**config.mk**
```make
export PLATFORM = sky130hd
export DESIGN_NAME = serial_can_frame_deframer_top
export DESIGN_NICKNAME = d
export VERILOG_FILES = /design/src/design/scfd_pkg.sv /design/src/design/scfd_cell.sv /design/src/design/serial_can_frame_deframer_top.sv
export SDC_FILE = /design/constraint.sdc
export NUM_CORES = 1
export LEC_CHECK = 0
export BUFFER_PORTS_ARGS = -buffer_cell sky130_fd_sc_hd__buf_2
export CAP_MARGIN = 0
export CORE_MARGIN = 2
export CORE_UTILIZATION = 45
export DETAILED_ROUTE_END_ITERATION = 16
export PLACE_DENSITY = 0.69
export SLEW_MARGIN = 20
export SYNTH_ARGS = -nofsm -noshare
export SYNTH_HDL_FRONTEND = slang
export SYNTH_SLANG_ARGS = --single-unit
```
**constraint.sdc**
```tcl
create_clock -name i_clk -period 12.85 [get_ports i_clk]
set_clock_uncertainty 0.15 [all_clocks]
set_input_delay 1.285 -clock i_clk [delete_from_list [all_inputs] [get_ports i_clk]]
set_output_delay 1.285 -clock i_clk [all_outputs]
set_load 0.05 [all_outputs]
```
**src/design/scfd_pkg.sv**
```systemverilog
// Package with constants and types of the serial CAN frame deframer.
package scfd_pkg;

    localparam int MAX_PAYLOAD   = 8;
    localparam int HDR_BYTES     = 10;
    localparam int WIN_DEPTH     = HDR_BYTES + MAX_PAYLOAD;
    localparam int IDX_W         = $clog2(WIN_DEPTH);
    localparam int FILL_W        = $clog2(WIN_DEPTH + 1);
    localparam int BYTE_W        = 8;
    localparam int ID_W          = 16;
    localparam int LEN_W         = 4;
    localparam int PAYLOAD_W     = BYTE_W * MAX_PAYLOAD;

    localparam int MARK_POS      = 5;
    localparam int ID_HI_POS     = 6;
    localparam int ID_LO_POS     = 7;
    localparam int LEN_POS       = 8;
    localparam int FIRST_PAY_POS = 9;
    localparam int MARK_FILL     = MARK_POS + 1;
    localparam int LEN_FILL      = LEN_POS + 1;

    localparam logic [BYTE_W-1:0] START_BYTE = 8'hBB;
    localparam logic [BYTE_W-1:0] MARK_BYTE  = 8'h55;
    localparam logic [BYTE_W-1:0] END_BYTE   = 8'hEE;

    typedef enum logic [1:0] {
        ST_IDLE,
        ST_SCAN,
        ST_DROP
    } t_state;

    typedef enum logic [1:0] {
        VD_BAD,
        VD_PARTIAL,
        VD_COMPLETE
    } t_verdict;

    typedef struct packed {
        logic shift;
        logic load;
    } t_cell_ctrl;

endpackage

```
**src/design/scfd_cell.sv**
```systemverilog
// One byte cell of the window chain; it loads a new byte or takes its right neighbor's byte.
module scfd_cell
    import scfd_pkg::*;
(
    input  logic              i_clk,
    input  t_cell_ctrl        i_ctrl,
    input  logic [BYTE_W-1:0] i_load_data,
    input  logic [BYTE_W-1:0] i_next_data,
    output logic [BYTE_W-1:0] o_data
);

    logic [BYTE_W-1:0] r_data;

    always_ff @(posedge i_clk) begin
        if (i_ctrl.load) begin
            r_data <= i_load_data;
        end else if (i_ctrl.shift) begin
            r_data <= i_next_data;
        end
    end

    assign o_data = r_data;

endmodule

```
**src/design/serial_can_frame_deframer_top.sv**
```systemverilog
// Top level of the serial CAN frame deframer: byte cell chain, scan control and result register.
//
//  channel  | handshake           | payload
//  ---------+---------------------+-----------------------------------------
//  input    | i_valid / o_ready   | i_rx_byte
//  output   | o_valid / i_ready   | o_frame_id, o_payload_len, o_payload
//
// Each byte enters in ST_IDLE and is followed by scanning in ST_SCAN before the next byte is taken.
// The window moves by one cell per cycle while it shifts: on a bad front, in ST_DROP or when a
// byte enters a full window; a byte's handling is entry, at most 18 one-cell shifts, the emit
// and the closing scan.
// Synchronous active-low reset empties the window; no clearing pass is needed.
// A held result stalls scanning only while another complete frame waits at the front.
module serial_can_frame_deframer_top
    import scfd_pkg::*;
(
    input  logic                 i_clk,
    input  logic                 i_rst_n,
    input  logic                 i_valid,
    output logic                 o_ready,
    input  logic [BYTE_W-1:0]    i_rx_byte,
    output logic                 o_valid,
    input  logic                 i_ready,
    output logic [ID_W-1:0]      o_frame_id,
    output logic [LEN_W-1:0]     o_payload_len,
    output logic [PAYLOAD_W-1:0] o_payload
);

    t_state                r_state;
    t_state                n_state;
    logic [FILL_W-1:0]     r_fill;
    logic [FILL_W-1:0]     n_fill;
    logic [FILL_W-1:0]     r_drop_cnt;
    logic [FILL_W-1:0]     n_drop_cnt;
    logic                  r_emitted;
    logic                  n_emitted;
    logic                  r_out_valid;
    logic                  n_out_valid;
    logic [ID_W-1:0]       r_out_id;
    logic [LEN_W-1:0]      r_out_len;
    logic [PAYLOAD_W-1:0]  r_out_payload;

    logic [BYTE_W-1:0]     w_cell_data [WIN_DEPTH];
    t_cell_ctrl            w_ctrl [WIN_DEPTH];

    logic                  w_accept;
    logic                  w_full;
    logic                  w_out_free;
    logic                  w_shift;
    logic                  w_emit;
    t_verdict              w_verdict;
    logic [BYTE_W-1:0]     w_len_byte;
    logic                  w_len_bad;
    logic [LEN_W-1:0]      w_len;
    logic [IDX_W-1:0]      w_end_idx;
    logic [FILL_W-1:0]     w_frame_bytes;
    logic [PAYLOAD_W-1:0]  w_payload;

    assign w_accept   = i_valid && o_ready;
    assign w_full     = (r_fill == FILL_W'(WIN_DEPTH));
    assign w_out_free = !r_out_valid || i_ready;

    // Byte cell chain; entry 0 is the oldest byte.
    genvar g;
    generate
        for (g = 0; g < WIN_DEPTH; g++) begin : g_cell
            logic [BYTE_W-1:0] w_next;
            if (g == WIN_DEPTH - 1) begin : g_last
                assign w_next = '0;
            end else begin : g_mid
                assign w_next = w_cell_data[g+1];
            end
            assign w_ctrl[g].shift = w_shift;
            assign w_ctrl[g].load  = w_accept &&
                (w_full ? (g == WIN_DEPTH - 1) : (r_fill == FILL_W'(g)));
            scfd_cell u_cell (
                .i_clk       (i_clk),
                .i_ctrl      (w_ctrl[g]),
                .i_load_data (i_rx_byte),
                .i_next_data (w_next),
                .o_data      (w_cell_data[g])
            );
        end
    endgenerate

    // Judgment of the frame at the front of the window.
    assign w_len_byte    = w_cell_data[LEN_POS];
    assign w_len_bad     = (w_len_byte > BYTE_W'(MAX_PAYLOAD));
    assign w_len         = w_len_byte[LEN_W-1:0];
    assign w_end_idx     = w_len_bad ? '0 : (IDX_W'(FIRST_PAY_POS) + IDX_W'(w_len));
    assign w_frame_bytes = FILL_W'(HDR_BYTES) + FILL_W'(w_len);

    always_comb begin
        if (w_cell_data[0] != START_BYTE) begin
            w_verdict = VD_BAD;
        end else if (r_fill < FILL_W'(MARK_FILL)) begin
            w_verdict = VD_PARTIAL;
        end else if (w_cell_data[MARK_POS] != MARK_BYTE) begin
            w_verdict = VD_BAD;
        end else if (r_fill < FILL_W'(LEN_FILL)) begin
            w_verdict = VD_PARTIAL;
        end else if (w_len_bad) begin
            w_verdict = VD_BAD;
        end else if (r_fill < w_frame_bytes) begin
            w_verdict = VD_PARTIAL;
        end else if (w_cell_data[w_end_idx] != END_BYTE) begin
            w_verdict = VD_BAD;
        end else begin
            w_verdict = VD_COMPLETE;
        end
    end

    always_comb begin
        w_payload = '0;
        for (int k = 0; k < MAX_PAYLOAD; k++) begin
            if (LEN_W'(k) < w_len) begin
                w_payload[PAYLOAD_W-1-BYTE_W*k -: BYTE_W] = w_cell_data[FIRST_PAY_POS + k];
            end
        end
    end

    // Next state.
    always_comb begin
        n_state = r_state;
        case (r_state)
            ST_IDLE: begin
                if (w_accept) begin
                    n_state = ST_SCAN;
                end
            end
            ST_SCAN: begin
                if (r_fill == '0) begin
                    n_state = ST_IDLE;
                end else begin
                    case (w_verdict)
                        VD_BAD:      n_state = ST_SCAN;
                        VD_PARTIAL:  n_state = ST_IDLE;
                        VD_COMPLETE: begin
                            if (r_emitted) begin
                                n_state = ST_IDLE;
                            end else if (w_out_free) begin
                                n_state = ST_DROP;
                            end
                        end
                        default:     n_state = ST_IDLE;
                    endcase
                end
            end
            ST_DROP: begin
                if (r_drop_cnt == FILL_W'(1)) begin
                    n_state = ST_SCAN;
                end
            end
            default: n_state = ST_IDLE;
        endcase
    end

    // Control outputs of the state machine.
    always_comb begin
        o_ready = 1'b0;
        w_shift = 1'b0;
        w_emit  = 1'b0;
        case (r_state)
            ST_IDLE: begin
                o_ready = 1'b1;
                w_shift = w_accept && w_full;
            end
            ST_SCAN: begin
                if (r_fill != '0) begin
                    w_shift = (w_verdict == VD_BAD);
                    w_emit  = (w_verdict == VD_COMPLETE) && !r_emitted && w_out_free;
                end
            end
            ST_DROP: begin
                w_shift = 1'b1;
            end
            default: begin
                o_ready = 1'b0;
            end
        endcase
    end

    // Fill count, drop count and result register next values.
    always_comb begin
        n_fill      = r_fill;
        n_drop_cnt  = r_drop_cnt;
        n_emitted   = r_emitted;
        n_out_valid = r_out_valid;
        if (w_accept) begin
            n_emitted = 1'b0;
            if (!w_full) begin
                n_fill = r_fill + FILL_W'(1);
            end
        end else if (w_shift) begin
            n_fill = r_fill - FILL_W'(1);
        end
        if (r_state == ST_DROP) begin
            n_drop_cnt = r_drop_cnt - FILL_W'(1);
        end
        if (w_emit) begin
            n_emitted   = 1'b1;
            n_drop_cnt  = w_frame_bytes;
            n_out_valid = 1'b1;
        end else if (i_ready) begin
            n_out_valid = 1'b0;
        end
    end

    always_ff @(posedge i_clk) begin
        if (!i_rst_n) begin
            r_state     <= ST_IDLE;
            r_fill      <= '0;
            r_drop_cnt  <= '0;
            r_emitted   <= 1'b0;
            r_out_valid <= 1'b0;
        end else begin
            r_state     <= n_state;
            r_fill      <= n_fill;
            r_drop_cnt  <= n_drop_cnt;
            r_emitted   <= n_emitted;
            r_out_valid <= n_out_valid;
        end
    end

    always_ff @(posedge i_clk) begin
        if (w_emit) begin
            r_out_id      <= {w_cell_data[ID_HI_POS], w_cell_data[ID_LO_POS]};
            r_out_len     <= w_len;
            r_out_payload <= w_payload;
        end
    end

    assign o_valid       = r_out_valid;
    assign o_frame_id    = r_out_id;
    assign o_payload_len = r_out_len;
    assign o_payload     = r_out_payload;

endmodule

```
==> run summary, run 1 <==
The run finished with clean final reports. The number of hold buffers added after CTS was 0. The critical path is of the flip-flop to flip-flop type.

The global-route wire length before repair came out at 49690 µm. The fraction of the yosys area taken by sequential cells was 58.96%; the clock latency on the worst-skew pair was 0.54 ns. When the netlist entered floorplanning its net count stood at 948. Cell type of the slowest stage on the worst timing path: a22o_1. The run gives 0.02621 mm² as the total core area.

The tools report the number of sinks handled by clock tree synthesis as 242. After detailed routing, the number of remaining DRC violations is 0. Synthesis handed over a netlist of 920 instances. Based on the critical path, the design can be clocked at up to 0.1662 GHz.

The logs give 0 for the number of antenna violations at the first check in global routing and 0 for the total overflow reported by the global router. The tool flagged a number of max-cap violations equal to 0. Walking the worst path, the cells encountered are buf_4, inv_1, ha_1, buf_4, inv_1, a211oi_2, nand4_1, o211ai_2, o22ai_1, nor4b_4, a31o_2, a22o_1, nand2_1. The number of filler instances in the final layout is 2202. The leading register cell type out of synthesis was edfxtp_1. The area growth from synthesis to layout is 12.90%. The final count of negative-setup-slack endpoints is 0. Summing all flip-flop and latch instances after layout gives 0.007127 mm². The number of antenna diodes in the final layout is 0. The cell sitting at the root of the clock tree is a clkbuf_16.

The via density per instance works out to 6.055. STA classifies the critical path startpoint as a flip-flop. After clock tree synthesis, the clock-pin slew on the worst setup and hold paths is 0.06 ns. The depth of the worst register-to-register path works out to 13. The cell area that synthesis handed to floorplanning was 0.01209 mm².

The setup fix buffers added after clock tree synthesis came out at 0. Entering global routing, the biggest net connects 60 pins. The tools report the depth of the CTS H-tree as 1. The endpoint required time on the critical path is 12.87 ns, and the count of final hold-check violations is 0. The number of CTS-inserted buffers is 25, and the area of the die is 0.02819 mm².

The final cycle utilization of the critical path is 46.81%. In the final layout, the multi-input gates occupy 0.004688 mm². Counting distinct cell types in the post-synthesis netlist gives 82. The number of pins with negative max-slew slack in the final report was 0; the HPWL after detailed placement was 23190 µm.

For the pin with the worst max-slew slack, the measured transition is 1.016 ns. The mean instance size in the synthesized netlist works out to 13.14 µm². On the worst path, the slowest cell contributes a delay of 0.79 ns.

edfxtp_1 takes more of the synthesized area than any other cell. The synthesis warning total is 0. Pin placement for this block handled 98 I/O pins. Cell leakage power: 4.904 nW. The number of optimization iterations in the first detailed-route pass came out at 5. By area the synthesized netlist is led by edfxtp_1, mux2_2, nor2b_1, dfxtp_1, nand2_1. The average detailed-routed wire length per instance is 24.26 µm, and the post-route minimum period is 6.016 ns.

The floorplan step set the die width to 167.9 µm. The clock passes through at most 3 buffers. The async set or reset register ratio after synthesis came out at 0%. The tools report the standard-cell row count as 59. The count of port buffers added during placement works out to 97.

Counting instances, the worst hold path has a depth of 0. Of all nets on the critical path, the largest fanout is 53. Synthesis inferred 242 register bits. Detailed routing inserted a total of 8229 vias. Routability-driven placement finished with a final weighted congestion of 0.9932. The final layout contains routed wiring with a total length of 32970 µm.

Data on the critical path arrives at its endpoint at 6.04 ns. The aggregate negative setup slack was 0 ns; the net count reported at finish was 1034. The headroom to the max-slew limit was 30.50%; the largest voltage drop on the vdd net was 0.0001183 V. Gates resized during post-CTS repair numbered 0. TritonCTS built the clock tree.

In this run the vertical extent of the chip is 167.9 µm. Final instance area: 0.01365 mm². The type of destination of the critical path was a flip-flop. In this run the worst setup path terminates at g_cell[13].u_cell.o_data[1]$_DFFE_PP_. The detailed router finished its first iteration with 951 violations.

Class of the most critical hold timing path: flip-flop to flip-flop. The starting utilization of the core area is 46.13%, and the worst-case hold slack is 0.3316 ns. The number of global-route vias before repair came out at 8032. In this run the worst setup path begins at g_cell[8].u_cell.o_data[0]$_DFFE_PP_.

The total power density per cell area is 190.5 mW/mm², and the slack of the worst reg-to-reg path is 6.83 ns. The tools report the residual antenna-violating net count after detailed routing as 0. Of the post-synthesis cell area, the dominant cell type holds 56.64%. In this run, synthesis inferred 228 flip-flops with an integrated enable.

The post-placement cell area is 0.01286 mm². Setup repair after global routing left no endpoint under its margin. The post-route netlist has 29.59% of its cells at a drive strength greater than 1. Global routing consumed, over all layers together, 23.06% of the routing resources. The worst reg2reg path endpoint was g_cell[13].u_cell.o_data[1]$_DFFE_PP_. The startpoint identified for the worst register-to-register timing path is g_cell[8].u_cell.o_data[0]$_DFFE_PP_.
power breakdown:
part / internal, mW / total (mW) / leakage [nW] / switching [mW]
Sequential: 1.08 / 1.22 / 2.20 / 0.135
Clock: 0.398 / 0.703 / 0.380 / 0.304
Combinational: 0.258 / 0.681 / 2.32 / 0.423
per-layer routing:
layer,routed length (µm),track usage (%),vias up
met5,0,0,-
met4,890,7.561,0
met3,2263,3.362,61
met2,16190,38.74,348
met1,13620,30.96,4133
li1,-,-,3687
how the worst min path moves through the flow:
stage / start / to / slack (ns)
2_1_floorplan: g_cell[7].u_cell.o_data[5]$_DFFE_PP_ / o_frame_id[5]$_DFFE_PP_ / 0.27
3_3_place_gp: g_cell[7].u_cell.o_data[5]$_DFFE_PP_ / o_frame_id[5]$_DFFE_PP_ / 0.31
3_5_place_dp: g_cell[7].u_cell.o_data[5]$_DFFE_PP_ / o_frame_id[5]$_DFFE_PP_ / 0.32
4_1_cts: g_cell[7].u_cell.o_data[5]$_DFFE_PP_ / o_frame_id[5]$_DFFE_PP_ / 0.33
5_1_grt: g_cell[7].u_cell.o_data[5]$_DFFE_PP_ / o_frame_id[5]$_DFFE_PP_ / 0.34
6_report: g_cell[7].u_cell.o_data[5]$_DFFE_PP_ / o_frame_id[5]$_DFFE_PP_ / 0.33
registers in the layout, indices dropped and copies added (netlist names):
signal,cells
o_payload,64
o_valid,1
r_drop_cnt,5
r_fill,5
r_emitted,1
r_state,2
o_frame_id,16
o_payload_len,4
g_cell.u_cell.o_data,144
layout make-up:
class                   count  area share, %
multi-input cells         612          34.35
clock inverters            18          1.137
repair buffers            106          4.052
flip-flops and latches    242          52.22
clock buffers              27          4.639
inverters                  19         0.5226
well taps                 335          3.071
logic make-up after synthesis:
| logic type | after synthesis | synth area share [%] |
|---|---|---|
| buffers and inverters | 66 | 2.453 |
| AO/OA/AOI/OAI | 144 | 8.457 |
| flip-flops | 242 | 58.96 |
| AND/OR/NAND/NOR | 288 | 13.05 |
| multiplexers | 158 | 14.93 |
| XOR/XNOR | 6 | 0.4969 |
| adder cells (fa/ha/maj) | 16 | 1.656 |
critical path, delay by kind of cell, from the launching register on:
family	cells	cell delay [ns]
fa+ha+maj	1	0.48
flops	1	0.33
compound gates	5	1.80
buf+inv	4	1.82
simple gates	3	1.01
Yosys cell counts, types with 7 or more instances:
cell,count
a211oi_1,10
a21oi_1,31
a31oi_1,8
and2_1,20
and3_1,9
buf_2,8
clkbuf_1,30
dfxtp_1,14
edfxtp_1,228
ha_1,16
inv_1,17
mux2_2,137
mux2i_1,16
nand2_1,63
nand2b_1,9
nand3_1,22
nand4_1,8
nor2_1,37
nor2b_1,67
nor3_1,17
nor4_1,8
o211ai_1,7
o21ai_0,16
o22ai_1,8
o31ai_1,7
placed cells by master (no fill, tap or decap), drive strengths merged, types with 3 or more instances in the layout:
cell	count
a21o	3
xor2	3
mux4	4
a211oi	12
a2111oi	3
or3	5
o21ai	18
edfxtp	228
a21oi	32
a22oi	3
and3	9
ha	16
a311oi	3
nor2b	67
buf	106
nand2b	9
mux2i	16
nand3	23
xnor2	3
dfxtp	14
nor3	18
a31oi	8
inv	20
clkinv	13
nand3b	6
nand4	9
clkbuf	27
a211o	6
nor2	37
nor4	9
nand2	63
o22ai	8
and2	21
o211ai	8
mux2	138
o31ai	7
per-stage QoR:
stage / instances / power (mW) / setup slack (ns) / util (%)
global route: 1359 / 2.700 / 6.559 / 52.07
CTS: 1359 / 2.595 / 7.027 / 52.07
finish: 1359 / 2.600 / 6.834 / 52.07
global placement: 1313 / 1.881 / 7.159 / 49.02
detailed placement: 1314 / 1.895 / 7.069 / 49.07
floorplan: 920 / 1.655 / 3.440 / -
Power figures use the tool's default switching activity.
==> inputs of run 2 (changes only) <==
ABC_AREA = 1   (was not set)
PLACE_DENSITY = 0.71   (was 0.69)
clock period = 5.15 ns   (was 12.85 ns; I/O delays follow)
==> run 2 against run 1 <==
Compared with the run above:
- flip-flop and latch count did not move
- critical endpoint is now g_cell[7].u_cell.o_data[6]$_DFFE_PP_
- synthesized area rose by 0.43%
- sequential power rose to 2.8 times the previous value
- clock power rose by 130%
- final cell count rose by 29%
- routed wire length fell by 4.0%
- synthesized cell count rose by 44%
- critical path depth rose by 5
- critical path type unchanged
- total power rose to 2.8 times the previous value
- global-route usage fell by 0.80 points
==> run summary, run 2 <==
The slew at the pin closest to its max-slew limit came out at 0.9255 ns (was 1.016 ns). The startpoint of the tightest hold check path is i_rst_n (was g_cell[7].u_cell.o_data[5]$_DFFE_PP_). The number of flip-flops under the largest register name is 144 (unchanged). The tools report the worst reg2reg path endpoint as g_cell[7].u_cell.o_data[6]$_DFFE_PP_ (was g_cell[13].u_cell.o_data[1]$_DFFE_PP_). The logs give 0.02673 mm² (was 0.02621 mm²) for the total core area and 0 (unchanged) for the post-cts gate resize count.

The final cycle utilization of the critical path is 86.51% (was 46.81%), and the upper clock frequency limit is 0.2245 GHz (was 0.1662 GHz). The tools report the largest voltage drop on the vdd net as 0.0002556 V (was 0.0001183 V). The worst-case hold slack is 0.1671 ns (was 0.3316 ns). The violation count after the first detailed-routing iteration came out at 858 (was 951). Type of the worst setup path: flip-flop to flip-flop (unchanged). The tools report the worst setup path startpoint as g_cell[8].u_cell.o_data[2]$_DFFE_PP_ (was g_cell[8].u_cell.o_data[0]$_DFFE_PP_). The count of flip-flops with a built-in enable after synthesis is 228 (unchanged).

The total number of vias is 9415 (was 8229). The buffer cell driving the clock tree root is clkbuf_16 (unchanged). For the final count of negative-setup-slack endpoints, the log shows 0 (unchanged).

The logs give 5.930 nW (was 4.904 nW) for the cell leakage power and 0.69 ns (was 6.83 ns) for the slack of the worst reg-to-reg path. Hold-critical path depth: 3 (was 0). Average detailed-routed wire length per instance: 18.00 µm (was 24.26 µm).

Most common cell after layout, fill and taps aside: nand2_1 (was edfxtp_1). The fraction of the yosys area taken by sequential cells was 58.70% (was 58.96%). Total power density per cell area: 535.3 mW/mm² (was 190.5 mW/mm²). The logs give 42 (was 82) for the number of distinct library cell variants in the gate-level netlist after synthesis and 0.01214 mm² (was 0.01209 mm²) for the total standard cell area after synthesis. The most repeated cell in the gate-level netlist after synthesis was nand2_1 (was edfxtp_1). Total wire length: 31660 µm (was 32970 µm). Number of CTS-inserted buffers: 25 (unchanged). The number of max-cap violations was 0 (unchanged); the residual DRC count was 0 (unchanged). The tools report the boundary pin count as 98 (unchanged).

The async set or reset register ratio after synthesis works out to 0% (unchanged). The synthesis-stage register bit count was 242 (unchanged). For the total overflow reported by the global router, the log shows 0 (unchanged). Most frequent cells in the layout: nand2_1, edfxtp_1, o21ai_0 (was edfxtp_1, mux2_2, buf_2). The tools report the gate count of the mapped netlist as 1323 (was 920). HPWL after detailed placement: 22620 µm (was 23190 µm). Synthesized net count: 1351 (was 948).

The run gives 22.26% (was 23.06%) as the global routing usage summed across all routing layers. Top post-synthesis cells by area: edfxtp_1, nand2_1, o21ai_0, inv_1, nor2_1 (was edfxtp_1, mux2_2, nor2b_1, dfxtp_1, nand2_1). For the aggregate negative setup slack, the log shows 0 ns (unchanged).

The share of the core filled with cells is 50.67% (was 52.07%), and the standard-cell row count is 60 (was 59). The maximum fanout encountered on the critical timing path works out to 33 (was 53). The endpoint of the worst hold-timing path is r_drop_cnt[3]$_SDFFE_PN0P_ (was o_frame_id[5]$_DFFE_PP_).

Setup repair after global routing left no endpoint under its margin. For the number of pins with negative max-slew slack in the final report, the log shows 0 (unchanged). The logs give 0.54 ns (about the same) for the clock latency on the worst-skew pair and 0 (unchanged) for the count of final hold-check violations. Deepest clock path buffer count: 3 (unchanged). The cell type with the highest aggregate area in the netlist is edfxtp_1 (unchanged).

The via density per instance works out to 5.352 (was 6.055). The number of filler instances in the final layout is 2485 (was 2202). The depth of the CTS H-tree was 1 (unchanged). TritonCTS built the clock tree. The tools report the category of the worst setup path launch point as a flip-flop (unchanged). The run finished with clean final reports. The tools report the global-route wire length before repair as 48820 µm (was 49690 µm). The antenna diode count is 0 (unchanged), and the count of port buffers added during placement is 97 (unchanged). The y dimension of the die is 168.3 µm (was 167.9 µm). The run gives 45.43% (was 46.13%) as the starting utilization of the core area.

The layout cell share with drive strength beyond 1 was 12.91% (was 29.59%). The area fraction of the dominant cell type after synthesis came out at 56.39% (was 56.64%). The residual antenna-violating net count after detailed routing came out at 0 (unchanged).

The number of antenna violations at the first check in global routing came out at 0 (unchanged). For the synthesis warning total, the log shows 0 (unchanged). The headroom to the max-slew limit is 38.23% (was 30.50%), and the number of global-route vias before repair is 8834 (was 8032). The tools report the area of the die as 0.02831 mm² (was 0.02819 mm²).

The class of the most critical hold timing path is primary input to flip-flop (was flip-flop to flip-flop). Width of the die: 168.3 µm (was 167.9 µm). Leading post-synthesis cells by instance count: nand2_1, edfxtp_1, o21ai_0, inv_1, nor2_1 (was edfxtp_1, mux2_2, nor2b_1, nand2_1, nor2_1). The logs give 1428 (was 1034) for the net count reported at finish and 0 (unchanged) for the number of buffers inserted for hold repair after clock tree synthesis.

The tools report the setup fix buffers added after clock tree synthesis as 0 (unchanged). The post-route minimum period came out at 4.455 ns (was 6.016 ns). For the global placer's final weighted congestion, the log shows 0.9267 (was 0.9932).

The origin of the critical flop-to-flop path is g_cell[8].u_cell.o_data[2]$_DFFE_PP_ (was g_cell[8].u_cell.o_data[0]$_DFFE_PP_). Leading register cell type out of synthesis: edfxtp_1 (unchanged). The tools report the number of optimization iterations in the first detailed-route pass as 6 (was 5). The mean instance size in the synthesized netlist is 9.176 µm² (was 13.14 µm²). The data arrival time of the worst path was 4.54 ns (was 6.04 ns); the register clock-pin slew on the reported worst setup and hold paths was 0.07 ns (was 0.06 ns). The endpoint required time on the critical path was 5.24 ns (was 12.87 ns); the number of sinks handled by clock tree synthesis was 242 (unchanged). The pin count of the biggest net entering global routing was 53 (was 60).

The tools report the type of destination of the critical path as a flip-flop (unchanged). The area growth from synthesis to layout was 11.55% (was 12.90%); the depth of the worst register-to-register path was 18 (was 13).
-- run 2: changes by cell type in the layout (fill, tap and decap cells not counted), sizes merged, moves of 19 or more --
| cell | before | now |
|---|---|---|
| nand4 | 9 | 46 |
| nand2 | 63 | 388 |
| nor2 | 37 | 126 |
| nand3 | 23 | 92 |
| inv | 20 | 150 |
| nor2b | 67 | 0 |
| and2 | 21 | 2 |
| o21ai | 18 | 147 |
| mux2 | 138 | 0 |
-- run 2: through the flow --
step / total power, mW / area, µm² / std cells / setup WS (ns)
2_1_floorplan: 4.922 / 12140 / 1323 / 0.5190
3_3_place_gp: 5.571 / 12820 / 1714 / 0.8794
3_5_place_dp: 5.625 / 12830 / 1714 / 0.7906
4_1_cts: 7.243 / 13540 / 1759 / 0.7653
5_1_grt: 7.701 / 13540 / 1759 / 0.3832
6_report: 7.250 / 13540 / 1759 / 0.6949
-- run 2: area by class of cell --
| type | count | area (µm²) | area share [%] |
|---|---|---|---|
| Tap cell | 341 | 426.7 | 3.150 |
| Timing Repair Buffer | 109 | 575.6 | 4.250 |
| Sequential cell | 242 | 7127 | 52.62 |
| Multi-Input combinational cell | 867 | 4105 | 30.31 |
| Clock inverter | 11 | 56.30 | 0.4157 |
| Inverter | 155 | 593.1 | 4.379 |
| Clock buffer | 34 | 659.4 | 4.869 |
-- run 2: how the worst max path moves through the flow --
stage / to / cells past startpoint
6_report: g_cell[7].u_cell.o_data[6]$_DFFE_PP_ / 18
5_1_grt: g_cell[7].u_cell.o_data[6]$_DFFE_PP_ / 18
4_1_cts: g_cell[7].u_cell.o_data[6]$_DFFE_PP_ / 18
3_5_place_dp: g_cell[7].u_cell.o_data[4]$_DFFE_PP_ / 18
3_3_place_gp: g_cell[7].u_cell.o_data[7]$_DFFE_PP_ / 21
2_1_floorplan: o_frame_id[0]$_DFFE_PP_ / 13
-- run 2: per-layer routing --
layer	track usage, %	wire [µm]	vias up
met5	0	0	-
met4	8.921	1209	0
met3	3.620	2553	83
met2	36.82	14670	416
met1	29.43	13220	4347
li1	-	-	4569
-- run 2: critical path: stages, from the launching register on --
cell and delay (ns):
edfxtp_1 0.63, inv_1 0.09, ha_1 0.24, nand2_4 0.10, nand2_8 0.17, nand3_4 0.31
clkinv_1 0.36, nand3_1 0.21, nand3_1 0.09, nand3_1 0.09, nand3_1 0.07, nand2_1 0.08
nand2_1 0.08, nor2_2 0.20, nand2_2 0.10, nand2_4 0.09, o211a_1 0.56, buf_4 0.32
nand2_2 0.17
-- run 2: logic make-up (layout without fill, tap and decap cells) --
group	after synthesis	after routing	share of synthesized area (%)
buffers and inverters	214	309	7.523
AND/OR/NAND/NOR	665	665	23.93
adder cells (fa/ha/maj)	16	16	1.649
XOR/XNOR	12	12	0.8657
flip-flops	242	242	58.70
AO/OA/AOI/OAI	174	174	7.328
-- run 2: power breakdown --
| group | leakage (nW) | switching, mW | total (mW) | internal [mW] |
|---|---|---|---|---|
| clock | 0.349 | 0.729 | 1.62 | 0.894 |
| sequential | 2.22 | 0.450 | 3.41 | 2.96 |
| combinational | 3.36 | 1.55 | 2.21 | 0.663 |
